**config.mk**
```make
export PLATFORM = sky130hd
export DESIGN_NAME = va_sqrt
export DESIGN_NICKNAME = d
export VERILOG_FILES = /design/src/rtl/core/va_pkg.sv /design/src/rtl/core/va_sqrt.sv
export SDC_FILE = /design/constraint.sdc
export NUM_CORES = 2
export LEC_CHECK = 0
export ABC_CLOCK_PERIOD_IN_PS = 5050
export BUFFER_PORTS_ARGS = -buffer_cell sky130_fd_sc_hd__buf_2
export CAP_MARGIN = 15
export CORE_ASPECT_RATIO = 1.5
export CORE_MARGIN = 1.5
export CORE_UTILIZATION = 60
export CTS_CLUSTER_SIZE = 30
export DETAILED_ROUTE_END_ITERATION = 12
export PLACE_DENSITY = 0.85
export SETUP_SLACK_MARGIN = 0.4
export SKIP_LAST_GASP = 1
export SLEW_MARGIN = 0
export SYNTH_ARGS = -nofsm -noshare
export SYNTH_HDL_FRONTEND = slang
export SYNTH_MEMORY_MAX_BITS = 65536
export SYNTH_SLANG_ARGS = --single-unit
export TNS_END_PERCENT = 10
```
**constraint.sdc**
```tcl
create_clock -name clock -period 5.05 [get_ports clock]
set_clock_uncertainty 0.1 [all_clocks]
set_input_delay 0.2525 -clock clock [delete_from_list [all_inputs] [get_ports clock]]
set_output_delay 0.2525 -clock clock [all_outputs]
set_load 0.1 [all_outputs]
```
**src/rtl/core/va_pkg.sv**
```systemverilog
`timescale 1ns / 1ps
`default_nettype none
// ----------------------------------------------------------------------------
// va_pkg
// Shared opcodes, payload structs and the saturation helper for the
// three-component vector unit.
// ----------------------------------------------------------------------------
package va_pkg;

   localparam int unsigned WORD_W = 32;
   localparam int unsigned ROOT_W = 32;
   localparam int unsigned LANES  = 3;

   localparam logic [3:0] OP_NEG   = 4'd0;
   localparam logic [3:0] OP_ADD   = 4'd1;
   localparam logic [3:0] OP_SUB   = 4'd2;
   localparam logic [3:0] OP_MUL   = 4'd3;
   localparam logic [3:0] OP_DIV   = 4'd4;
   localparam logic [3:0] OP_ADDS  = 4'd5;
   localparam logic [3:0] OP_SUBS  = 4'd6;
   localparam logic [3:0] OP_MULS  = 4'd7;
   localparam logic [3:0] OP_DIVS  = 4'd8;
   localparam logic [3:0] OP_LEN   = 4'd9;
   localparam logic [3:0] OP_NORM  = 4'd10;
   localparam logic [3:0] OP_DIR   = 4'd11;
   localparam logic [3:0] OP_DIST  = 4'd12;
   localparam logic [3:0] OP_DOT   = 4'd13;
   localparam logic [3:0] OP_CROSS = 4'd14;

   localparam logic signed [67:0] WIDE_MAX = 68'sd2147483647;
   localparam logic signed [67:0] WIDE_MIN = -68'sd2147483648;

   // per-lane results leaving the product stage
   typedef struct packed {
      logic signed [31:0] num;
      logic signed [31:0] den;
      logic signed [31:0] simple;
      logic               sat;
      logic signed [63:0] p;
      logic signed [63:0] q;
   } lane_type;

   // item context carried alongside the root and divider pipelines
   typedef struct packed {
      logic [3:0]       op;
      logic             sat;
      logic             err;
      logic [2:0][31:0] r;
      logic [31:0]      sc;
      logic [2:0][31:0] num;
      logic [2:0][31:0] den;
   } side_type;

   // {clipped flag, 32-bit value}
   function automatic logic [32:0] clip_word(input logic signed [67:0] v);
      logic [32:0] res;
      if (v > WIDE_MAX) begin
         res = {1'b1, 32'h7fff_ffff};
      end else if (v < WIDE_MIN) begin
         res = {1'b1, 32'h8000_0000};
      end else begin
         res = {1'b0, v[31:0]};
      end
      return res;
   endfunction

endpackage
`default_nettype wire

```
**src/rtl/core/va_sqrt.sv**
```systemverilog
`timescale 1ns / 1ps
`default_nettype none
// ----------------------------------------------------------------------------
// va_sqrt
// Pipelined integer square root of a 64-bit radicand, one root bit per stage.
// ----------------------------------------------------------------------------
module va_sqrt (
   input  wire logic        clock,
   input  wire logic        en,
   input  wire logic [63:0] rad,
   output logic [31:0]      root
);
   import va_pkg::*;

   logic [33:0] rem_ff  [ROOT_W];
   logic [31:0] root_ff [ROOT_W];
   logic [63:0] rest_ff [ROOT_W];

   for (genvar k = 0; k < ROOT_W; k++) begin : g_stage
      logic [33:0] rem_p;
      logic [31:0] root_p;
      logic [63:0] rest_p;
      logic [35:0] sh;
      logic [35:0] trial;
      logic        ge;
      logic [33:0] rem_in;

      if (k == 0) begin : g_first
         assign rem_p  = '0;
         assign root_p = '0;
         assign rest_p = rad;
      end else begin : g_next
         assign rem_p  = rem_ff[k-1];
         assign root_p = root_ff[k-1];
         assign rest_p = rest_ff[k-1];
      end

      assign sh     = {rem_p, rest_p[63:62]};
      assign trial  = {2'b00, root_p, 2'b01};
      assign ge     = (sh >= trial);
      assign rem_in = ge ? 34'(sh - trial) : sh[33:0];

      always_ff @(posedge clock) begin
         if (en) begin
            rem_ff[k]  <= rem_in;
            root_ff[k] <= {root_p[30:0], ge};
            rest_ff[k] <= {rest_p[61:0], 2'b00};
         end
      end
   end

   assign root = root_ff[ROOT_W-1];

endmodule
`default_nettype wire

```
Word level (Yosys, flattened, before mapping)
Memory sizes are Yosys's and may differ from the RTL's.
Cells that the tools add are included.
- add/sub/neg operators: 32
- order comparisons: 32
- multiplexer cells: 34
- operators with widths (cell ; count):
    >= comparator 36 x 34 -> 1 bit ; 31
    2-to-1 mux 34 bit ; 32
    subtractor 34 bit ; 31
    subtractor 2 x 1 -> 3 bit, second input constant ; 1
    >= comparator 2 x 1 -> 1 bit, second input constant ; 1
    2-to-1 mux 1 bit ; 2
- memory bits (writable): 4096
- input port bits: 66
- memories kept: 3
- register bits after elaboration: 0
- memories (name ; words ; width ; read ports ; clocked after memory_dff ; write ports ; line ; source):
    rest_ff ; 32 ; 62 ; 31 ; 0 ; 32 ; va_sqrt.sv:17 ; logic [63:0] rest_ff [ROOT_W];
    rem_ff ; 32 ; 34 ; 31 ; 0 ; 32 ; va_sqrt.sv:15 ; logic [33:0] rem_ff [ROOT_W];
    root_ff ; 32 ; 32 ; 32 ; 0 ; 32 ; va_sqrt.sv:16 ; logic [31:0] root_ff [ROOT_W];

Logic depth before layout (Yosys ltp)
An unclocked memory read counts as a cell.
- word-level depth: 3
- gate-level depth with buffers: 15

Worst setup path before layout
OpenSTA, ideal clock, no wires.
- kind: flip-flop to flip-flop
- start point: mem rem_ff[7][10]
- end point: mem rem_ff[8][18], data pin
- period minus slack after synthesis: 3678 ps
- setup time: 266 ps
- stages on the path, launching flop included: 11
- data required time: 4684 ps
- path slack: 1372 ps
- arrival: 3313 ps
- path through: edfxtp_1 or4_4 or3_4 or4_4 or3_4 or4_4 or3_4 nand3b_2 buf_6 nor3_1 xor2_1
- RTL lines (element ; line):
    start, declared ; va_sqrt.sv:15

==> summary by stage <==
Outcome
The flow ran to the end, and the final reports show no timing, DRC or antenna violations.

Cells and area
The final core utilization is 67.2%. After filler insertion, the fill cell instance count of the layout stands at 13.2k. The layout overhead on the synthesized area is 11.2%. For this run, the post-layout net count is 10.2k.

The ratio of cells with drive above 1 in the final layout is between 7 and 8%. The non-filler instance count after layout is 12.3k. The multi-input combinational cells in the finished layout cover a total of between 30,000 and 40,000 sq um. Summing all non-filler instances in the final layout gives an area of 131,000 sq um. The area used by sequential logic in the layout is 75,800 sq um.

STA
The final-layout worst hold slack is between 80 and 90 ps. The max-slew violation total from the final report is 0. The relative max-transition margin is 25.4%. The transition time of the tightest slew-check pin is 1120 ps. Derived from the worst setup path, the maximum achievable clock frequency is 234 MHz. The post-route minimum period is 4270 ps. The part of the cycle the worst path needs is 84.6%. The total negative slack is 0 ps. The final-report hold violation count is 0.

Setup repair after global routing left no endpoint under its margin. Setup violations remaining at the end of the flow were counted as 0.

Yosys
In the synthesized netlist, the number of instances is approximately 9k. The fraction of the yosys area taken by sequential cells is 64.5%. Yosys mapped a number of flops with a built-in enable equal to 2,523. After synthesis, the netlist uses 86 different library cells. The mean area per synthesized cell is 12.9 sq um. In the synthesized netlist the async set-or-reset flop fraction comes to 0%. In this run, synthesis produced a sequential element count of about 2.5k. The net count after synthesis is 9,747. The prevailing post-synth register cell is sky130_fd_sc_hd__edfxtp_1. The Yosys step of the flow raised 0 warnings. The total standard cell area after synthesis is around 120,000 sq um.

Detailed routing
In the routed design, unresolved DRC markers number 0. In the final routed layout, each cell accounts on average for between 20 and 25 microns. Across all layers, the routed design uses 73.7k vias. The mean number of vias per cell is about 6. The detail route stage leaves a number of antenna-violating nets equal to 0. The number of detailed-route iterations in the first pass is 10.

The number of violations reported at the end of detailed-routing iteration 0 is 5,611. The wire length after detailed routing is around 260,000 microns.

Worst setup path
The start-to-end type of the worst setup path is register to register. STA classifies the critical path startpoint as a register. The worst register-to-register path has a depth of 12. The endpoint required time on the critical path is 5490 ps. The critical path starts at rem_ff[27][3]$_DFFE_PP_.

On the critical path the largest part of the delay comes from compound AO/OA/AOI/OAI gates. The end of the critical path is rem_ff[28][33]$_DFFE_PP_. The sum of buffers and inverters on the critical path is 2. The nature of the critical path endpoint is a register.

Counting stages on the worst path, the most repeated cell is sky130_fd_sc_hd__a21oi_1. In this run the critical register-to-register path is launched from rem_ff[27][3]$_DFFE_PP_. In this run the critical register-to-register path is captured at rem_ff[28][33]$_DFFE_PP_. The slowest stage of the critical path is the sky130_fd_sc_hd__o21ai_0 cell.

The worst register-to-register path has a setup slack of 780 ps. The largest fanout of any net on the critical path is 59. The arrival time of data at the critical path endpoint is 4720 ps. The total stage count of the critical path is 12. For this run, the slowest stage of the critical path takes ~630 ps.

The signal on the critical path passes through ha_1, o211ai_1, a21oi_1, o2111ai_1, a21oi_1, nor4_1, buf_4, o21ai_0, a31oi_4, buf_12, a2111oi_0, xor2_1.

Die
In this run the core area contains 198 standard-cell rows. The die covers approximately 200,000 sq um. The top-level I/O count is 98. For this configuration, the core starts out at a cell density of 60.5%. From left edge to right edge, the die measures 364 microns. The core region is just under 200,000 sq um.

The die is 545 microns tall.

Clock network
The CTS tree is done. Clock-pin slew was measured on the worst setup and hold paths at approximately 70 ps. The total clock buffers created by CTS is 232. The clock reaches the later pin of the worst-skew pair after ~900 ps. The tree built by TritonCTS fans out to 2,523 sinks. The root buffer cell is sky130_fd_sc_hd__clkbuf_16. The H-tree depth is 4.

No sink is reached through more buffers than the 4 on the longest clock path.

Place
Once placement finished, the instance area stood at 122,000 sq um. Detailed placement finished with a half-perimeter wire length of 185,000 microns. The number of placed instances, taps included is approximately 12k.

Routability-driven placement finished with a final weighted congestion of 1.03. The quantity of I/O buffers inserted on ports is 97.

Power and ir drop
The share of total power in sequential cells is 48.4%. The cell internal power dissipation is 41.3 mW. For this design the static power due to leakage is ~50 nW.

The analysis attributes to net switching a power of between 15 and 20 mW. Of the total power, combinational logic draws between 20% and 30%. The worst vdd rail ir drop is around 0.44 mV. In this run, the clock network consumes 30.0% of the power. The power per cell area is 446 nW/um^2.

The fraction of power spent switching nets is roughly 29%.

GRT
The global-route wire length before repair is approximately 400,000 microns. The residual overflow from global routing is 0. The initial antenna violation count is 4. Entering global routing, the biggest net connects 167 pins. The total routing usage reported by global routing is 26.4%.

The number of global-route vias before repair is about 75k.

Flow run
Max-cap violations in this run came to 0.

Worst hold path
The min-delay analysis places its worst path in the category primary input to register.
worst min-delay path by stage:
stage | from | to | slack, ps | cells past startpoint
after floorplan | rad[0] | rest_ff[0][0]$_DFFE_PP_ | 250 | 0
final | rad[62] | rem_ff[0][0]$_DFFE_PP_ | 80 | 3
after CTS | rad[62] | rem_ff[0][0]$_DFFE_PP_ | 30 | 3
after global routing | rad[62] | rem_ff[0][0]$_DFFE_PP_ | 90 | 3
after detailed placement | rest_ff[9][48]$_DFFE_PP_ | rest_ff[10][50]$_DFFE_PP_ | 300 | 0
after global placement | rest_ff[20][40]$_DFFE_PP_ | rest_ff[21][42]$_DFFE_PP_ | 300 | 0
cell families after synthesis:
family / synth area share, %
XOR/XNOR: 6.15
flip-flops: 64.5
AO/OA/AOI/OAI: 9.72
other: 0.00319
adder cells (fa/ha/maj): 5.99
buffers and inverters: 2.84
multiplexers: 0.672
AND/OR/NAND/NOR: 10.1
area by class of cell:
| class | count | share of cell area [%] |
|---|---|---|
| inverters | 713 | 2.05 |
| multi-input cells | 5714 | 29.4 |
| flip-flops and latches | 2523 | 58.0 |
| diodes | 13 | 0.0249 |
| well taps | 2600 | 2.49 |
| repair buffers | 339 | 2.25 |
| clock buffers | 265 | 4.57 |
| clock inverters | 152 | 1.16 |
flip-flops by register name, indices dropped and copies added, names as in the netlist:
signal and count:
rem_ff 1003, rest_ff 992, root_ff 528
per-layer routing:
metal / up-vias / GRT usage [%] / share of wire [%]
met5: - / 0 / 0
met4: 0 / 20.1 / 8.5
met3: 993 / 3.31 / 3.7
met2: 2340 / 52.4 / 56
met1: 35794 / 23.5 / 31
li1: 34552 / - / -
power by group through the flow:
stage / Sequential [mW] / Combinational (mW) / Clock, mW
floorplan: 27.9 / 8.69 / 0
global placement: 28.4 / 11.9 / 0
detailed placement: 28.5 / 12.2 / 0
CTS: 28.1 / 12.4 / 17.8
global route: 28.4 / 13.7 / 18.5
finish: 28.2 / 12.6 / 17.5
cells in the final DEF, fill, tap and decap left out, types with 31 or more instances in the layout:
| cell type | n |
|---|---|
| sky130_fd_sc_hd__nand4_1 | 95 |
| sky130_fd_sc_hd__ha_1 | 562 |
| sky130_fd_sc_hd__inv_1 | 711 |
| sky130_fd_sc_hd__nor2_1 | 604 |
| sky130_fd_sc_hd__clkbuf_16 | 234 |
| sky130_fd_sc_hd__buf_4 | 89 |
| sky130_fd_sc_hd__a21o_1 | 205 |
| sky130_fd_sc_hd__a31oi_1 | 52 |
| sky130_fd_sc_hd__o21ai_0 | 457 |
| sky130_fd_sc_hd__nor2b_1 | 87 |
| sky130_fd_sc_hd__nor4_1 | 122 |
| sky130_fd_sc_hd__nor3_1 | 259 |
| sky130_fd_sc_hd__o31ai_1 | 59 |
| sky130_fd_sc_hd__o211ai_1 | 43 |
| sky130_fd_sc_hd__mux2_2 | 59 |
| sky130_fd_sc_hd__o21bai_1 | 41 |
| sky130_fd_sc_hd__edfxtp_1 | 2523 |
| sky130_fd_sc_hd__and3_1 | 53 |
| sky130_fd_sc_hd__nand2_1 | 606 |
| sky130_fd_sc_hd__dlygate4sd3_1 | 128 |
| sky130_fd_sc_hd__xnor2_1 | 412 |
| sky130_fd_sc_hd__nand3_1 | 135 |
| sky130_fd_sc_hd__or3_1 | 90 |
| sky130_fd_sc_hd__a21oi_1 | 577 |
| sky130_fd_sc_hd__o21a_1 | 118 |
| sky130_fd_sc_hd__a211oi_1 | 46 |
| sky130_fd_sc_hd__clkinv_2 | 46 |
| sky130_fd_sc_hd__clkinv_1 | 50 |
| sky130_fd_sc_hd__or2_2 | 49 |
| sky130_fd_sc_hd__clkbuf_1 | 31 |
| sky130_fd_sc_hd__nand2b_1 | 130 |
| sky130_fd_sc_hd__xor2_1 | 413 |
| sky130_fd_sc_hd__or4_1 | 57 |
| sky130_fd_sc_hd__buf_2 | 97 |
worst min-delay path: cells and delay by family:
kind / cells / cell delay, ps
buffers and inverters: 2 / 630
and+or+nand+nor: 1 / 40
what timing repair did:
action | in CTS | in global routing
hold buffers | 128 | 0
gates resized for setup | 0 | 0
endpoints found under the setup margin | 0 | 0
buffers inserted | 0 | 0
hold endpoints to repair | 147 | 0
per-stage QoR:
step,power [mW],setup WS [ps]
6_report,58.3,777
5_1_grt,60.6,471
4_1_cts,58.3,790
3_5_place_dp,40.7,899
3_3_place_gp,40.3,914
2_1_floorplan,36.6,1370
cells in the mapped netlist, types with 12 or more instances:
master,n,area (sq um)
sky130_fd_sc_hd__a2111oi_0,13,114
sky130_fd_sc_hd__or3_1,90,563
sky130_fd_sc_hd__xnor2_1,412,3610
sky130_fd_sc_hd__nand3_1,135,676
sky130_fd_sc_hd__nand3b_1,24,180
sky130_fd_sc_hd__and3_1,53,332
sky130_fd_sc_hd__o21bai_1,41,308
sky130_fd_sc_hd__edfxtp_1,2523,75800
sky130_fd_sc_hd__and2_1,30,188
sky130_fd_sc_hd__nor4b_1,14,123
sky130_fd_sc_hd__nor4_1,124,776
sky130_fd_sc_hd__nand2_1,606,2270
sky130_fd_sc_hd__a311oi_1,12,105
sky130_fd_sc_hd__a21o_1,205,1540
sky130_fd_sc_hd__or2_2,49,307
sky130_fd_sc_hd__a31o_2,21,184
sky130_fd_sc_hd__o22ai_1,14,87.6
sky130_fd_sc_hd__inv_1,711,2670
sky130_fd_sc_hd__nand4b_1,12,105
sky130_fd_sc_hd__or4_1,57,428
sky130_fd_sc_hd__nor3_1,259,1300
sky130_fd_sc_hd__a211oi_1,46,345
sky130_fd_sc_hd__a21oi_1,579,2900
sky130_fd_sc_hd__a21boi_0,16,120
sky130_fd_sc_hd__clkbuf_1,153,574
sky130_fd_sc_hd__o211ai_1,43,323
sky130_fd_sc_hd__o31a_1,13,114
sky130_fd_sc_hd__a31oi_1,54,338
sky130_fd_sc_hd__xor2_1,413,3620
sky130_fd_sc_hd__o31ai_1,59,443
sky130_fd_sc_hd__nor2_1,604,2270
sky130_fd_sc_hd__mux2_2,59,664
sky130_fd_sc_hd__nand4_1,95,594
sky130_fd_sc_hd__nor2b_1,87,544
sky130_fd_sc_hd__o41ai_1,21,184
sky130_fd_sc_hd__ha_1,562,7030
sky130_fd_sc_hd__a211o_1,16,140
sky130_fd_sc_hd__o21ai_0,457,2290
sky130_fd_sc_hd__o21a_1,118,886
sky130_fd_sc_hd__nand2b_1,130,813
sky130_fd_sc_hd__nor3b_1,14,105
No activity file was read; power rests on OpenSTA's default activity.
